[config.mk]
export PLATFORM = sky130hd
export DESIGN_NAME = gnwg_back
export DESIGN_NICKNAME = d
export VERILOG_FILES = /design/src/rtl/core/gnwg_pkg.sv /design/src/rtl/core/gnwg_back.sv
export SDC_FILE = /design/constraint.sdc
export NUM_CORES = 2
export LEC_CHECK = 0
export BUFFER_PORTS_ARGS = -buffer_cell sky130_fd_sc_hd__buf_2
export CAP_MARGIN = 15
export CORE_MARGIN = 3
export CORE_UTILIZATION = 45
export CTS_CLUSTER_SIZE = 30
export DETAILED_ROUTE_END_ITERATION = 7
export GPL_ROUTABILITY_DRIVEN = 0
export PLACE_DENSITY_LB_ADDON = 0.15
export SYNTH_ARGS = -nofsm -noshare
export SYNTH_HDL_FRONTEND = slang
export SYNTH_SLANG_ARGS = --single-unit
export TNS_END_PERCENT = 30
[constraint.sdc]
create_clock -name clk_i -period 12.04 [get_ports clk_i]
set_input_delay 1.204 -clock clk_i [delete_from_list [all_inputs] [get_ports clk_i]]
set_output_delay 1.204 -clock clk_i [all_outputs]
set_load 0.02 [all_outputs]
[src/rtl/core/gnwg_pkg.sv]
`default_nettype none
package gnwg_pkg;

  localparam int unsigned FRAC_BITS   = 16;
  localparam int unsigned POS_W       = 18;
  localparam int unsigned HALF_W      = 17;
  localparam int unsigned WEIGHT_W    = 17;
  localparam int unsigned GRAD_W      = 25;
  localparam int unsigned SCALE_W     = 25;
  localparam int unsigned SLOPE_W     = 16;
  localparam int unsigned QUOT_W      = 16;
  localparam int unsigned DIV_STAGES  = QUOT_W;
  localparam int unsigned AXIS_LAT    = 3 + DIV_STAGES;
  localparam int unsigned PIPE_DEPTH  = AXIS_LAT + 2;

  localparam logic [SCALE_W-1:0] SCALE_RESET = SCALE_W'(131072);

  typedef enum logic {
    CFG_X_SCALE = 1'b0,
    CFG_Y_SCALE = 1'b1
  } cfg_idx_e;

  typedef enum logic [1:0] {
    ZONE_INNER  = 2'd0,
    ZONE_LINEAR = 2'd1,
    ZONE_OUTER  = 2'd2,
    ZONE_NONE   = 2'd3
  } zone_e;

  typedef struct packed {
    logic [WEIGHT_W-1:0] s;
    logic [SLOPE_W-1:0]  ds;
    logic                side;
  } axis_res_t;

  localparam logic signed [2:0] NODE_OFF_X [16] = '{
    -3'sd1, 3'sd1, 3'sd1, -3'sd1, -3'sd3, -3'sd1, 3'sd1, 3'sd3,
    3'sd3, 3'sd3, 3'sd3, 3'sd1, -3'sd1, -3'sd3, -3'sd3, -3'sd3
  };
  localparam logic signed [2:0] NODE_OFF_Y [16] = '{
    -3'sd1, -3'sd1, 3'sd1, 3'sd1, -3'sd3, -3'sd3, -3'sd3, -3'sd3,
    -3'sd1, 3'sd1, 3'sd3, 3'sd3, 3'sd3, 3'sd3, 3'sd1, -3'sd1
  };

endpackage
`default_nettype wire

[src/rtl/core/gnwg_back.sv]
`default_nettype none
module gnwg_back (
  input  wire logic                                clk_i,
  input  wire logic                                en_i,
  input  wire gnwg_pkg::axis_res_t                 ax_i,
  input  wire gnwg_pkg::axis_res_t                 ay_i,
  input  wire logic                                want_i,
  input  wire logic [gnwg_pkg::SCALE_W-1:0]        x_scale_i,
  input  wire logic [gnwg_pkg::SCALE_W-1:0]        y_scale_i,
  output logic [gnwg_pkg::WEIGHT_W-1:0]            weight_o,
  output logic signed [gnwg_pkg::GRAD_W-1:0]       grad_x_o,
  output logic signed [gnwg_pkg::GRAD_W-1:0]       grad_y_o
);

  localparam int unsigned FB = gnwg_pkg::FRAC_BITS;
  localparam int unsigned WW = gnwg_pkg::WEIGHT_W;
  localparam int unsigned GW = gnwg_pkg::GRAD_W;
  localparam int unsigned MW = gnwg_pkg::SLOPE_W;
  localparam int unsigned CW = gnwg_pkg::SCALE_W;
  localparam int unsigned PW = 2 * WW;
  localparam int unsigned GP = MW + CW;

  logic [PW-1:0]   wp, mxp, myp;
  logic [PW-FB-1:0] wsh;
  logic [WW-1:0]   w_q;
  logic [MW-1:0]   mx_q, my_q;
  logic            sx_q, sy_q, want_q;
  logic [GP-1:0]   gxp, gyp;
  logic [GW-1:0]   gxm, gym;
  logic [GW-2:0]   gxs, gys;

  always_comb begin
    wp  = PW'(ax_i.s) * PW'(ay_i.s);
    mxp = PW'(ax_i.ds) * PW'(ay_i.s);
    myp = PW'(ay_i.ds) * PW'(ax_i.s);
    wsh = wp[PW-1:FB];
  end

  always_ff @(posedge clk_i) begin
    if (en_i) begin
      w_q    <= (wsh > (PW-FB)'({WW{1'b1}})) ? {WW{1'b1}} : wsh[WW-1:0];
      mx_q   <= MW'(mxp >> FB);
      my_q   <= MW'(myp >> FB);
      sx_q   <= ax_i.side;
      sy_q   <= ay_i.side;
      want_q <= want_i;
    end
  end

  always_comb begin
    gxp = GP'(mx_q) * GP'(x_scale_i);
    gyp = GP'(my_q) * GP'(y_scale_i);
    gxm = gxp[FB +: GW];
    gym = gyp[FB +: GW];
    gxs = gxm[GW-1] ? {(GW-1){1'b1}} : gxm[GW-2:0];
    gys = gym[GW-1] ? {(GW-1){1'b1}} : gym[GW-2:0];
  end

  always_ff @(posedge clk_i) begin
    if (en_i) begin
      weight_o <= w_q;
      grad_x_o <= !want_q ? '0 : (sx_q ? -$signed({1'b0, gxs}) : $signed({1'b0, gxs}));
      grad_y_o <= !want_q ? '0 : (sy_q ? -$signed({1'b0, gys}) : $signed({1'b0, gys}));
    end
  end

endmodule
`default_nettype wire

# Word-level counts from Yosys, hierarchy flattened
# Index checks and enable logic that the tools add are counted.
# W data, S select, Z words.
[totals] mem_bits_rw=0 regBits=119 out_inout_bits=67 mem_bits_ro=0 n_memories=0 latch_bits=0 word_cells=25
[op_classes] n_bitwise=0 div=0 add_sub_neg=2 mux=4 reduce_logical=2 n_eq_ne=0 mul=5 n_lt_le_gt_ge=1 n_shift=0
[op_table] operator="$mux W24" n=4
[op_table] operator="$mul A16 B25 Y41" n=2
[op_table] operator="$mul A16 B17 Y32" n=2
[op_table] operator="$neg A24 Y25" n=2
[op_table] operator="$mul A17 B17 Y34" n=1
[op_table] operator="$gt A18 B17 Y1 const B" n=1
[op_table] operator="$reduce_and A2 Y1" n=2

# Depth between registers and ports, before layout
[logic_depth] word_depth=4 depth_mapped=35

# Least setup slack after synthesis
# OpenSTA, ideal clock, no wires.
[synth_timing] kind="input to register" startpoint="in x_scale_i[14] (netlist bit)" endpoint="reg grad_x_o[18] (netlist bit) (data pin)" stages=34 slack_ps=3034 setup_time_ps=266 arrival_time_ps=8740 path_cell_list="clkbuf_1 -> nand2_1 -> fa_1 -> inv_1 -> fa_1 -> inv_1 -> fa_1 -> inv_1 -> fa_1 -> fa_1 -> inv_1 -> fa_1 -> inv_1 -> ha_1 -> and3_1 -> clkbuf_1 -> a221oi_1 -> nand3b_1 -> o211ai_1 -> a211oi_2 -> o211ai_1 -> and2_1 -> clkbuf_1 -> clkbuf_1 -> nor2_1 -> ha_1 -> nand3_1 -> o21ai_0 -> o21bai_1 -> nor4_1 -> nand4_1 -> o31ai_1 -> xnor2_1 -> nor2_1"
[synth_between] elab_chain_cells=4
[synth_rtl] element="start: declaration" line_no="gnwg_back.sv:8" rtl="input wire logic [gnwg_pkg::SCALE_W-1:0] x_scale_i,"
[synth_rtl] element="$mul A16 B25 Y41 (*)" line_no="gnwg_back.sv:51" rtl="gxp = GP'(mx_q) * GP'(x_scale_i);"
[synth_rtl] element="$mux W24 (*)" line_no="gnwg_back.sv:55" rtl="gxs = gxm[GW-1] ? {(GW-1){1'b1}} : gxm[GW-2:0];"
[synth_rtl] element="$neg A24 Y25" line_no="gnwg_back.sv:62" rtl="grad_x_o <= !want_q ? '0 : (sx_q ? -$signed({1'b0, gxs}) : $signed({1'b0, gxs}));"
[synth_rtl] element="$mux W24 (*)" line_no="gnwg_back.sv:62"
[synth_rtl] element="end signal: assignment" line_no="gnwg_back.sv:62"
[synth_rtl] element="end: declaration" line_no="gnwg_back.sv:11" rtl="output logic signed [gnwg_pkg::GRAD_W-1:0] grad_x_o,"
# Every way passes the cells marked *; elsewhere a longest branch is shown, timed or not.
# A chain may end at the register's enable or synchronous reset.

# Final worst setup path
[layout_timing] startpoint="reg mx_q[4]" endpoint="reg grad_x_o[22] (netlist bit) (data pin)"
[layout_between] elab_chain_cells=4
[layout_rtl] element="start: declaration" line_no="gnwg_back.sv:26" rtl="logic [MW-1:0] mx_q, my_q;"
[layout_rtl] element="start signal: assignment" line_no="gnwg_back.sv:42" rtl="mx_q <= MW'(mxp >> FB);"
[layout_rtl] element="$mul A16 B25 Y41 (*)" line_no="gnwg_back.sv:51"
[layout_rtl] element="$mux W24 (*)" line_no="gnwg_back.sv:55"
[layout_rtl] element="$neg A24 Y25" line_no="gnwg_back.sv:62"
[layout_rtl] element="$mux W24 (*)" line_no="gnwg_back.sv:62"
# Marks and branches as above.

==> metrics.cfg <==
[run_status]
status=completed

[clock_tree]
post_cts_buffers=0
cts.clk_slew.worst_paths_ns=0.08
cts_made_buffers=17
cts_tree=built
clk_latency_ns=0.51
ctsResizeCount=0
htreeDepth=4
cts_root_buf=clkbuf_16
clockBufferDepth=2
hold_buffers=0
cts.sinks=119

[drt]
route.detailed.drc=0
via_count=41200
post_drt_wl_per_cell_um=18.1
firstDrtPassIters=5
viasPerCell=5.14
drt_wl_total_mm=145
ant_nets=0
drt-initial-drc-count=2172

[setup_path]
cp_max_fo=25
reg2reg_slack_ns=2.84
crit_slowest_cell=edfxtp_1
path_class=flip-flop to flip-flop
startpoint=mx_q[4]$_DFFE_PP_
end_kind=flip-flop
crit_cells=29
slowest_delay_ns=1.02
critPathCapture=grad_x_o[22]$_SDFFCE_PN0P_
path_common_cell=fa_1
cpLargestDelayFamily=adder cells
critPathArrivalTime_ns=9.43
critPathBufInv=5
ff2ff_path_depth=29
r2r-start=mx_q[4]$_DFFE_PP_
worstPathRequired_ns=12.27
r2r_end=grad_x_o[22]$_SDFFCE_PN0P_
critPathLaunchType=flip-flop

[logic_synthesis]
synth_compound_area_share_pct=5.11
synth_edf_count=119
synth_area_mm2=0.0565
avgSynthCellArea_um2=8.83
synthAdderAreaFrac_pct=56.7
synth_cell_types=77
synth.largest_area_cell=fa_1
yosys.area_share.xor_xnor_pct=1.71
synth_area_leaders=fa_1, ha_1, inv_1
yosys.area_share.simple_pct=18.1
ys_seq_area_share_pct=6.33
synth_top_family_by_area=adder cells
synth_top_area_share_pct=45.1
synth_mux_area_share_pct=0.326
postSynth.asyncResetShare_pct=0
synth_nets=8312
synth_ff_type=edfxtp_1
ys_ff_latch=119
yosys_warnings=0
syn-instance-count=6395

[global_route]
grt_overflow=0
grt_max_degree=72
antenna_found_initial=24
grt_pass1_vias=44900
met1_usage_pct=32.4
grt_usage_pct=23.4
use_met2_pct=39.3
grt_pass1_wl_mm=243
met3_usage_pct=3.13
grt_busiest_layer=met2

[sta]
max-slew-margin-rel_pct=24.4
totalNegativeSetupSlack_ns=0
hold_ws_ns=0.404
skew_ns=0.0339
finalHoldViolCount=0
clock.fmax_mhz=109
tightest_slew_ns=1.13
fin_crit_ns=9.20
post-route-period-util_pct=76.4
slew_violations=0
rsz0062_at_grt=no
setup_viol=0

[floorplanning]
placementRows=129
io_pins=188
dieArea_mm2=0.130
chipHeight_um=360
initial_core_util_pct=45.5
core_mm2=0.124
dieWidth_um=360

[place]
placed_area_mm2=0.0587
port_buffers=187
hpwl_mm=111

[layout]
layout.nets=8261
drive_above_1_share_pct=4.55
fin_area_mm2=0.0593
area_growth_pct=5.07

[hold_path]
hold_class=flip-flop to flip-flop

[flow_run]
maxCapViolations=0

==> placed cells by master (no fill, tap or decap), drive strengths merged, types with 5 or more instances in the layout <==
| cell | Yosys | routed |
|---|---|---|
| a2111oi | 7 | 7 |
| a211oi | 31 | 31 |
| a21o | 47 | 47 |
| a21oi | 134 | 134 |
| a221oi | 6 | 6 |
| a31oi | 9 | 9 |
| a41oi | 6 | 6 |
| and2 | 640 | 640 |
| and3 | 22 | 22 |
| and4 | 6 | 6 |
| buf | 6 | 235 |
| clkbuf | 300 | 19 |
| clkinv | 0 | 5 |
| diode | 0 | 11 |
| edfxtp | 119 | 119 |
| fa | 1272 | 1272 |
| ha | 524 | 524 |
| inv | 1461 | 1464 |
| mux2i | 15 | 15 |
| nand2 | 1114 | 1114 |
| nand2b | 20 | 20 |
| nand3 | 36 | 36 |
| nand4 | 29 | 29 |
| nor2 | 155 | 155 |
| nor2b | 14 | 14 |
| nor3 | 43 | 43 |
| nor3b | 8 | 8 |
| nor4 | 10 | 10 |
| o211ai | 16 | 16 |
| o21a | 26 | 26 |
| o21ai | 89 | 89 |
| o21bai | 21 | 21 |
| o31ai | 12 | 12 |
| o41ai | 5 | 5 |
| or2 | 7 | 7 |
| or3 | 17 | 17 |
| or4 | 5 | 5 |
| xnor2 | 75 | 75 |
| xor2 | 35 | 35 |
==> worst register-to-register path, delay by kind of cell, from the launching register on <==
| family | cells | cell delay [ns] |
|---|---|---|
| DFF | 1 | 1.02 |
| xor gates and xnor gates | 1 | 0.15 |
| adders and majority gates | 8 | 3.58 |
| buffers and inverters | 5 | 0.24 |
| and+or+nand+nor | 8 | 1.99 |
| AOI/OAI and AO/OA | 7 | 1.96 |
==> routing by layer <==
metal,routed length (µm),up-vias,part of all wire (%)
met5,103,-,0.071
met4,2810,16,1.9
met3,7720,175,5.3
met2,68800,960,48
met1,65000,21100,45
li1,-,18900,-
==> Yosys cell counts (all sizes together), types with 3 or more instances <==
cell type	count
a2111oi	7
a211oi	31
a21boi	4
a21o	47
a21oi	134
a221oi	6
a31oi	9
a41o	4
a41oi	6
and2	640
and3	22
and4	6
and4b	3
buf	6
clkbuf	300
edfxtp	119
fa	1272
ha	524
inv	1461
mux2	3
mux2i	15
nand2	1114
nand2b	20
nand3	36
nand3b	4
nand4	29
nor2	155
nor2b	14
nor3	43
nor3b	8
nor4	10
o211ai	16
o21a	26
o21ai	89
o21bai	21
o311ai	4
o31ai	12
o41ai	5
or2	7
or3	17
or4	5
xnor2	75
xor2	35
==> metrics by stage <==
stage	setup slack (ns)	std cells	utilization, %
6_report	2.84	8005	47.8
5_1_grt	1.97	7997	47.8
4_1_cts	2.84	7993	47.8
3_5_place_dp	2.40	7961	47.3
3_3_place_gp	2.71	7961	47.3
2_1_floorplan	3.03	6395	-
==> cell families (layout without fill, tap and decap cells) <==
group | count (synthesis) | in the layout
adder cells (fa/ha/maj) | 1796 | 1796
XOR/XNOR | 110 | 110
AND/OR/NAND/NOR | 2139 | 2139
flip-flops | 119 | 119
other | 0 | 11
AO/OA/AOI/OAI | 446 | 446
multiplexers | 18 | 18
buffers and inverters | 1767 | 1729
==> how the worst min path moves through the flow <==
| stage | from | endpoint | slack [ns] | cells after the start |
|---|---|---|---|---|
| 3_3_place_gp | w_q[7]$_SDFFCE_PN1P_ | weight_o[7]$_DFFE_PP_ | 0.41 | 0 |
| 5_1_grt | w_q[10]$_SDFFCE_PN1P_ | weight_o[10]$_DFFE_PP_ | 0.42 | 0 |
| 2_1_floorplan | w_q[0]$_SDFFCE_PN1P_ | weight_o[0]$_DFFE_PP_ | 0.40 | 0 |
| 6_report | w_q[10]$_SDFFCE_PN1P_ | weight_o[10]$_DFFE_PP_ | 0.40 | 0 |
| 4_1_cts | w_q[9]$_SDFFCE_PN1P_ | weight_o[9]$_DFFE_PP_ | 0.41 | 0 |
| 3_5_place_dp | w_q[4]$_SDFFCE_PN1P_ | weight_o[4]$_DFFE_PP_ | 0.41 | 0 |
==> cell type report <==
class,instances,area (µm²)
Inverter,1461,5480
Timing Repair Buffer,236,1310
Multi-Input combinational cell,4509,46300
Clock buffer,18,429
Antenna cell,11,27.5
Clock inverter,14,198
Tap cell,1637,2050
Fill cell,12200,64800
Sequential cell,119,3570
==> state kept, by name (all words and copies together) (netlist names) <==
register  flops
want_q        1
w_q          17
sy_q          1
grad_y_o     25
mx_q         16
weight_o     17
sx_q          1
grad_x_o     25
my_q         16
Power is not shown: default switching activity piles up to over one toggle a cycle in this logic, so the estimate is an artifact.
