$ cat src/rtl/core/gnwg_pkg.sv
`default_nettype none
package gnwg_pkg;

  localparam int unsigned FRAC_BITS   = 16;
  localparam int unsigned POS_W       = 18;
  localparam int unsigned HALF_W      = 17;
  localparam int unsigned WEIGHT_W    = 17;
  localparam int unsigned GRAD_W      = 25;
  localparam int unsigned SCALE_W     = 25;
  localparam int unsigned SLOPE_W     = 16;
  localparam int unsigned QUOT_W      = 16;
  localparam int unsigned DIV_STAGES  = QUOT_W;
  localparam int unsigned AXIS_LAT    = 3 + DIV_STAGES;
  localparam int unsigned PIPE_DEPTH  = AXIS_LAT + 2;

  localparam logic [SCALE_W-1:0] SCALE_RESET = SCALE_W'(131072);

  typedef enum logic {
    CFG_X_SCALE = 1'b0,
    CFG_Y_SCALE = 1'b1
  } cfg_idx_e;

  typedef enum logic [1:0] {
    ZONE_INNER  = 2'd0,
    ZONE_LINEAR = 2'd1,
    ZONE_OUTER  = 2'd2,
    ZONE_NONE   = 2'd3
  } zone_e;

  typedef struct packed {
    logic [WEIGHT_W-1:0] s;
    logic [SLOPE_W-1:0]  ds;
    logic                side;
  } axis_res_t;

  localparam logic signed [2:0] NODE_OFF_X [16] = '{
    -3'sd1, 3'sd1, 3'sd1, -3'sd1, -3'sd3, -3'sd1, 3'sd1, 3'sd3,
    3'sd3, 3'sd3, 3'sd3, 3'sd1, -3'sd1, -3'sd3, -3'sd3, -3'sd3
  };
  localparam logic signed [2:0] NODE_OFF_Y [16] = '{
    -3'sd1, -3'sd1, 3'sd1, 3'sd1, -3'sd3, -3'sd3, -3'sd3, -3'sd3,
    -3'sd1, 3'sd1, 3'sd3, 3'sd3, 3'sd3, 3'sd3, 3'sd1, -3'sd1
  };

endpackage
`default_nettype wire

$ cat src/rtl/core/gnwg_axis.sv
`default_nettype none
module gnwg_axis (
  input  wire logic                                clk_i,
  input  wire logic                                en_i,
  input  wire logic signed [gnwg_pkg::POS_W-1:0]   pos_i,
  input  wire logic [gnwg_pkg::HALF_W-1:0]         half_size_i,
  input  wire logic signed [2:0]                   off_i,
  output gnwg_pkg::axis_res_t                      res_o
);

  localparam int unsigned FB   = gnwg_pkg::FRAC_BITS;
  localparam int unsigned HW   = gnwg_pkg::HALF_W;
  localparam int unsigned SW   = 21;
  localparam int unsigned DW   = 19;
  localparam int unsigned BW   = 18;
  localparam int unsigned PW   = 36;
  localparam int unsigned RW   = 34;
  localparam int unsigned QW   = gnwg_pkg::QUOT_W;
  localparam int unsigned NS   = gnwg_pkg::DIV_STAGES;

  typedef struct packed {
    gnwg_pkg::zone_e zone;
    logic            side;
    logic [HW-1:0]   h;
    logic [HW-1:0]   lin;
    logic [RW-1:0]   rs;
    logic [RW-1:0]   rd;
    logic [QW-1:0]   qs;
    logic [QW-1:0]   qd;
  } dv_t;

  // stage 1: distance, zone
  logic signed [SW-1:0] ox;
  logic signed [SW-1:0] dxs;
  logic [SW-1:0]        dabs;
  logic [DW-1:0]        d;
  logic [HW-1:0]        hc;
  logic [DW-1:0]        q1, q2;
  gnwg_pkg::zone_e      zone1_d;
  logic [BW-1:0]        base1_d;
  logic [HW-1:0]        lin1_d;
  logic [DW-1:0]        lin_full;

  gnwg_pkg::zone_e      zone1_q, zone2_q, zone3_q;
  logic                 side1_q, side2_q, side3_q;
  logic [HW-1:0]        h1_q, h2_q, h3_q;
  logic [HW-1:0]        lin1_q, lin2_q, lin3_q;
  logic [BW-1:0]        base1_q;
  logic [PW-1:0]        sq2_q, hp2_q;
  logic [RW-1:0]        gd2_q;
  logic [RW-1:0]        rs3_d, rs3_q, rd3_q;

  logic signed [PW:0]   num;
  logic [18:0]          four_m_h;

  dv_t stg_q [NS];
  dv_t stg_d [NS];
  dv_t div_in [NS];

  always_comb begin
    ox   = {{(SW-3-FB){off_i[2]}}, off_i, {FB{1'b0}}};
    dxs  = SW'(pos_i) - ox;
    dabs = dxs[SW-1] ? SW'(-dxs) : SW'(dxs);
    d    = dabs[DW-1:0];
    hc   = (half_size_i == '0) ? HW'(1) : half_size_i;
    q1   = DW'(2 << FB) - DW'(hc);
    q2   = DW'(2 << FB) + DW'(hc);
    lin_full = (DW'(2 << FB) - d) >> 1;
    lin1_d   = lin_full[HW-1:0];
    if (d < DW'(hc)) begin
      zone1_d = gnwg_pkg::ZONE_INNER;
      base1_d = d[BW-1:0];
    end else if (d <= q1) begin
      zone1_d = gnwg_pkg::ZONE_LINEAR;
      base1_d = '0;
    end else if (d < q2) begin
      zone1_d = gnwg_pkg::ZONE_OUTER;
      base1_d = BW'(q2 - d);
    end else begin
      zone1_d = gnwg_pkg::ZONE_NONE;
      base1_d = '0;
    end
  end

  always_ff @(posedge clk_i) begin
    if (en_i) begin
      zone1_q <= zone1_d;
      side1_q <= (dxs > 0);
      h1_q    <= hc;
      lin1_q  <= lin1_d;
      base1_q <= base1_d;
    end
  end

  // stage 2: squares
  assign four_m_h = 19'(4 << FB) - 19'(h1_q);

  always_ff @(posedge clk_i) begin
    if (en_i) begin
      zone2_q <= zone1_q;
      side2_q <= side1_q;
      h2_q    <= h1_q;
      lin2_q  <= lin1_q;
      sq2_q   <= PW'(base1_q) * PW'(base1_q);
      hp2_q   <= PW'(four_m_h) * PW'(h1_q);
      gd2_q   <= (zone1_q == gnwg_pkg::ZONE_INNER) ? (RW'(base1_q) << (FB - 1))
                                                   : (RW'(base1_q) << (FB - 2));
    end
  end

  // stage 3: dividends over h
  always_comb begin
    num = $signed({1'b0, hp2_q}) - $signed({1'b0, sq2_q});
    case (zone2_q)
      gnwg_pkg::ZONE_INNER: rs3_d = (num > 0) ? RW'(num >>> 2) : '0;
      gnwg_pkg::ZONE_OUTER: rs3_d = RW'(sq2_q >> 3);
      default:              rs3_d = '0;
    endcase
  end

  always_ff @(posedge clk_i) begin
    if (en_i) begin
      zone3_q <= zone2_q;
      side3_q <= side2_q;
      h3_q    <= h2_q;
      lin3_q  <= lin2_q;
      rs3_q   <= rs3_d;
      rd3_q   <= gd2_q;
    end
  end

  // restoring division, one quotient bit per stage
  always_comb begin
    for (int k = 0; k < NS; k++) begin
      if (k == 0) begin
        div_in[k] = '{zone: zone3_q, side: side3_q, h: h3_q, lin: lin3_q,
                      rs: rs3_q, rd: rd3_q, qs: '0, qd: '0};
      end else begin
        div_in[k] = stg_q[(k == 0) ? 0 : k - 1];
      end
    end
    for (int k = 0; k < NS; k++) begin
      stg_d[k] = div_in[k];
      if (div_in[k].rs >= (RW'(div_in[k].h) << (NS - 1 - k))) begin
        stg_d[k].rs = div_in[k].rs - (RW'(div_in[k].h) << (NS - 1 - k));
        stg_d[k].qs[NS-1-k] = 1'b1;
      end
      if (div_in[k].rd >= (RW'(div_in[k].h) << (NS - 1 - k))) begin
        stg_d[k].rd = div_in[k].rd - (RW'(div_in[k].h) << (NS - 1 - k));
        stg_d[k].qd[NS-1-k] = 1'b1;
      end
    end
  end

  always_ff @(posedge clk_i) begin
    if (en_i) begin
      stg_q <= stg_d;
    end
  end

  always_comb begin
    res_o.side = stg_q[NS-1].side;
    case (stg_q[NS-1].zone)
      gnwg_pkg::ZONE_INNER, gnwg_pkg::ZONE_OUTER: begin
        res_o.s  = HW'(stg_q[NS-1].qs);
        res_o.ds = stg_q[NS-1].qd;
      end
      gnwg_pkg::ZONE_LINEAR: begin
        res_o.s  = stg_q[NS-1].lin;
        res_o.ds = gnwg_pkg::SLOPE_W'(1 << (FB - 1));
      end
      default: begin
        res_o.s  = '0;
        res_o.ds = '0;
      end
    endcase
  end

endmodule
`default_nettype wire

$ cat config.mk
export PLATFORM = sky130hd
export DESIGN_NAME = gnwg_axis
export DESIGN_NICKNAME = d
export VERILOG_FILES = /design/src/rtl/core/gnwg_pkg.sv /design/src/rtl/core/gnwg_axis.sv
export SDC_FILE = /design/constraint.sdc
export NUM_CORES = 2
export LEC_CHECK = 0
export ABC_AREA = 1
export CAP_MARGIN = 20
export CORE_UTILIZATION = 55
export DETAILED_ROUTE_END_ITERATION = 10
export DONT_BUFFER_PORTS = 1
export PLACE_DENSITY = 0.76
export SYNTH_ARGS = -nofsm -noshare
export SYNTH_HDL_FRONTEND = slang
export SYNTH_SLANG_ARGS = --single-unit
$ cat constraint.sdc
create_clock -name clk_i -period 16.42 [get_ports clk_i]
set_input_delay 0.821 -clock clk_i [delete_from_list [all_inputs] [get_ports clk_i]]
set_output_delay 0.821 -clock clk_i [all_outputs]
set_load 0.005 [all_outputs]
# Word-level counts from Yosys, hierarchy flattened
# Index checks and enable logic that the tools add are counted.
dict set report word_totals {
  reg_bits 2170
  out_inout_bits 34
  elab_cells 305
}
dict set report op_classes {
  n_addsub 38
  multipliers 2
  order_cmp 37
  n_eq_ne 3
  n_mux 43
  n_reduce_logical 6
}
# op n
set op_table {}
lappend op_table {{2-to-1 mux 34 bit} 31}
lappend op_table {{greater-or-equal comparator 34 x 17 -> 1 bit} 2}
lappend op_table {{greater-or-equal comparator 34 x 18 -> 1 bit} 2}
lappend op_table {{greater-or-equal comparator 34 x 19 -> 1 bit} 2}
lappend op_table {{greater-or-equal comparator 34 x 20 -> 1 bit} 2}
lappend op_table {{greater-or-equal comparator 34 x 21 -> 1 bit} 2}
lappend op_table {{greater-or-equal comparator 34 x 22 -> 1 bit} 2}
lappend op_table {{greater-or-equal comparator 34 x 23 -> 1 bit} 2}
lappend op_table {{greater-or-equal comparator 34 x 24 -> 1 bit} 2}
lappend op_table {{greater-or-equal comparator 34 x 25 -> 1 bit} 2}
lappend op_table {{greater-or-equal comparator 34 x 26 -> 1 bit} 2}
lappend op_table {{greater-or-equal comparator 34 x 27 -> 1 bit} 2}
lappend op_table {{greater-or-equal comparator 34 x 28 -> 1 bit} 2}
lappend op_table {{greater-or-equal comparator 34 x 29 -> 1 bit} 2}
lappend op_table {{greater-or-equal comparator 34 x 30 -> 1 bit} 2}
lappend op_table {{greater-or-equal comparator 34 x 31 -> 1 bit} 2}
lappend op_table {{greater-or-equal comparator 34 x 32 -> 1 bit} 2}
lappend op_table {{one-hot mux 34 bit (2 select lines)} 1}
lappend op_table {{subtractor 34 x 18 -> 34 bit} 2}
lappend op_table {{subtractor 34 x 19 -> 34 bit} 2}
lappend op_table {{subtractor 34 x 20 -> 34 bit} 2}
lappend op_table {{subtractor 34 x 21 -> 34 bit} 2}
lappend op_table {{subtractor 34 x 22 -> 34 bit} 2}
lappend op_table {{subtractor 34 x 23 -> 34 bit} 2}
lappend op_table {{other kinds (35)} 53}

# Depth between registers and ports, before layout
dict set report depth {
  depth_word 7
  mapped_depth 35
  mapped_depth_nobuf 34
}

# Least setup slack after synthesis
# No wires, ideal clock.
dict set report synth_path {
  path_type {register -> register}
  startpoint {reg h1_q[0]}
  endpoint {reg hp2_q[30], data pin}
  setup_time_ps 276
  arrival_ps 7031
  slack_ps 9114
  stages_incl_launch_ff 32
  n_path_buf 2
  cell_sequence {edfxtp_1 > clkbuf_1 > inv_1 > ha_1 > inv_1 > nor4_2 > and3_1 > nand3_1 > inv_1 > nand3_1 > nor3_2 > and3_1 > ha_1 > inv_1 > clkbuf_1 > nand2_1 > fa_1 > fa_1 > fa_1 > inv_1 > fa_1 > fa_1 > inv_1 > fa_1 > inv_1 > ha_1 > nand2_1 > nor2_1 > inv_1 > o21a_1 > o311ai_0 > xor2_1}
}
dict set report synth_between {
  elab_chain_cells 2
}
# element line
set synth_rtl {}
lappend synth_rtl {{start: declaration} gnwg_axis.sv:46} ;# logic [HW-1:0] h1_q, h2_q, h3_q;
lappend synth_rtl {{start signal: assignment} gnwg_axis.sv:89} ;# h1_q <= hc;
lappend synth_rtl {{subtractor 19 x 17 -> 19 bit} gnwg_axis.sv:96} ;# assign four_m_h = 19'(4 << FB) - 19'(h1_q);
lappend synth_rtl {{multiplier 19 x 17 -> 36 bit *} gnwg_axis.sv:105} ;# hp2_q <= PW'(four_m_h) * PW'(h1_q);
lappend synth_rtl {{end signal: assignment} gnwg_axis.sv:105}
lappend synth_rtl {{end: declaration} gnwg_axis.sv:49} ;# logic [PW-1:0] sq2_q, hp2_q;
# Every way passes the cells marked *; elsewhere a longest branch is shown, timed or not.
# A chain may end at the register's enable or synchronous reset.

# Worst setup path after layout
# Ends and elaborated chain as after synthesis.

==> flow_metrics.env <==
export IMPL_outcome="finished, final reports clean"
export IMPL_numPortBuffers=0
export IMPL_drtIter0Drc=8377
export IMPL_clockBufferDepth=3
export IMPL_worst_slew_pin_slew_ps=1120
export IMPL_cts_setup_buffers=0
export IMPL_period_minus_slack_ps=8350
export IMPL_dpl_hpwl_mm=246
export IMPL_yosysUniqueCellTypes=80
export IMPL_cp_arrival_ps=8940
export IMPL_clk_latency_ps=900
export IMPL_area_growth_pct=8.46
export IMPL_clk_pin_slew_worst_paths_ps=70
export IMPL_routed_via_density=5.50
export IMPL_startpoint_type="flop"
export IMPL_cp_end_kind="flop"
export IMPL_grt_max_degree=203
export IMPL_wl_per_cell_um=19.1
export IMPL_slowest_stage="fa_1"
export IMPL_finalSetupTns_ps=0
export IMPL_synthArstFlopShare=0
export IMPL_htree_levels=4
export IMPL_antenna_found_initial=7
export IMPL_slew_headroom=0.251
export IMPL_skew_ps=75.7
export IMPL_rows=177
export IMPL_path_max_fanout=35
export IMPL_die_x_um=486
export IMPL_grt_pass1_vias=89315
export IMPL_fin_ws_ps=8070
export IMPL_overflow=0
export IMPL_coreArea_um2=233000
export IMPL_place_ws_ps=8160
export IMPL_drt_wl_total_mm=319
export IMPL_synth_edf_count=2019
export IMPL_yosysSeqAreaShare=0.471
export IMPL_grt_pass1_wl_mm=497
export IMPL_synthCells=13334
export IMPL_io_pins=74
export IMPL_dp_cells=16304
export IMPL_num_nets_final=14820
export IMPL_grt_usage=0.270
export IMPL_synth_area_per_cell_um2=9.66
export IMPL_seq_area_um2=60600
export IMPL_crit_path_frequent_cell="inv_1"
export IMPL_cts_buffers=210
export IMPL_vias=91905
export IMPL_rsz0062_at_grt="no"
export IMPL_fmax_ghz=0.120
export IMPL_fin_crit_sh=0.509
export IMPL_dieArea_um2=236000
export IMPL_clockRootBuffer="clkbuf_16"
export IMPL_final_cells=16714
export IMPL_finalHoldViolCount=0
export IMPL_cap_viol_max_count=0
export IMPL_nFillCells=19295
export IMPL_drtPass1Iterations=6
export IMPL_layout_drive_gt1_share=0.0483
export IMPL_route_detailed_drc=0
export IMPL_final_setup_viol_count=0
export IMPL_die_height_um=486
export IMPL_initial_core_util=0.554
export IMPL_path_buf_inv=9
export IMPL_syn_area_um2=129000
export IMPL_cts_tree="done"
export IMPL_critPathTopFamily="adder cells"
export IMPL_critical_path_max_stage_delay_ps=550
export IMPL_synth_main_ff_cell="edfxtp_1"
export IMPL_final_max_slew_violation_count=0
export IMPL_antenna_left=0
export IMPL_multi_input_area_um2=59100
export IMPL_yosys_register_bits=2019
export IMPL_ys_warn_count=0
export IMPL_gp_congestion=0.966
export IMPL_hp_class="in -> reg"
export IMPL_required_ps=17010
export IMPL_cts_sinks=2019
export IMPL_crit_type="reg -> reg"
==> routing by layer <==
layer / vias up / GRT usage / share of wire
met1: 43432 / 0.361 / 0.42
met3: 612 / 0.0332 / 0.061
met4: 2 / 0.104 / 0.040
met5: - / 0 / 0.000041
met2: 3117 / 0.450 / 0.48
li1: 44742 / - / -
==> metrics by stage <==
stage               instance area, um^2   util  hold slack (ps)
finish                           140000  0.600              299
global route                     140000  0.600              242
CTS                              140000  0.600              215
detailed placement               132000  0.568              405
global placement                 132000  0.568              400
floorplan                        129000      -              400
==> worst reg2reg max path, delay by kind of cell (launching register included) <==
family | cells | cell delay, ps
XOR/XNOR | 1 | 140
buffers and inverters | 9 | 1270
AND/OR/NAND/NOR | 9 | 1760
adder cells (fa/ha/maj) | 9 | 3900
AO/OA/AOI/OAI | 2 | 640
flip-flops | 1 | 350
==> final cells by class <==
cell class / instances / area share
antenna: 1 / 0.0000179
clock buffer: 244 / 0.0387
sequential: 2019 / 0.434
inverter: 2163 / 0.0581
timing repair buffer: 69 / 0.00492
multi-input combinational: 8940 / 0.423
clock inverter: 146 / 0.0136
tap: 3132 / 0.0280
==> cell usage in the layout (no fill, tap or decap), types with 29 or more instances in the layout <==
cell type / n
a21o_1: 58
a21oi_1: 858
a31oi_1: 51
buf_4: 44
bufinv_16: 29
clkbuf_1: 33
clkbuf_16: 211
clkinv_1: 37
clkinv_2: 33
edfxtp_1: 2019
fa_1: 503
ha_1: 874
inv_1: 2123
inv_2: 30
nand2_1: 2491
nand3_1: 365
nand3_2: 39
nand3b_1: 42
nand4_1: 148
nor2_1: 1126
nor3_1: 150
nor4_1: 107
o211ai_1: 49
o21a_1: 46
o21ai_0: 823
o21ai_1: 110
o21ai_2: 31
o21bai_1: 41
or2_2: 81
xnor2_1: 353
xor2_1: 349
==> state kept, by name, summed over array words and instances (netlist names), 18 cells and up <==
register  cells
hp2_q        35
stg_q        51
gd2_q        19
sq2_q        35
rs3_q        34
div_in     1696
rd3_q        19
base1_q      18
==> kinds of logic (layout without fill, tap and decap cells) <==
kind of cell    count (synthesis)  count (layout)  synth area share
simple gates                 4641            4641             0.152
buf+inv                      2389            2622            0.0714
compound gates               2196            2196            0.0940
flops                        2019            2019             0.471
fa+ha+maj                    1377            1377             0.163
xor+xnor                      709             709            0.0486
other cells                     2              17         0.0000583
mux                             1               1         0.0000874
==> Yosys cell counts (6+ instances only) <==
library cell,count,area (um^2)
o31ai_1,9,67.6
nor2_1,1132,4250
ha_1,874,10900
o21ai_2,31,272
xor2_2,7,114
nor4_1,107,669
and3_1,14,87.6
o2111ai_1,20,175
inv_2,30,113
nor3_2,6,60.1
nand4_1,148,926
buf_6,14,158
a2111oi_0,6,52.6
nor3_1,150,751
inv_1,2123,7970
xnor2_1,353,3090
o21bai_1,41,308
nor2_2,22,138
nand2_1,2491,9350
a31oi_1,51,319
a21oi_2,11,96.3
fa_1,503,10100
a21oi_1,858,4290
a211oi_1,10,75.1
nand3b_1,42,315
o21a_1,46,345
a21boi_0,24,180
buf_1,15,56.3
clkbuf_1,120,450
buf_4,9,67.6
xor2_1,349,3060
o21ai_0,823,4120
clkinv_1,9,33.8
o211ai_1,49,368
buf_2,68,340
nand3_1,365,1830
or2_2,81,507
nand3_2,39,390
o221ai_1,9,78.8
o21ai_1,110,551
a21o_1,58,435
o311ai_0,6,52.6
nand2_2,17,106
edfxtp_1,2019,60600
==> worst paths after layout <==
kind                start      endpoint  slack, ps  depth (start not counted)
max               h1_q[0]     hp2_q[30]       8070                         30
min              pos_i[0]    base1_q[0]        300                          2
max reg2reg       h1_q[0]     hp2_q[30]       8070                         30
min reg2reg  div_in[1245]  div_in[1108]        360                          0
==> repair_timing <==
item                      CTS  global route
hold buffers               16             0
resized for setup           0             0
hold endpoints to repair   16             0
Power is left out: the tool's default activity adds up to more than one toggle a clock period on the data nets, which glitch-free logic cannot reach.
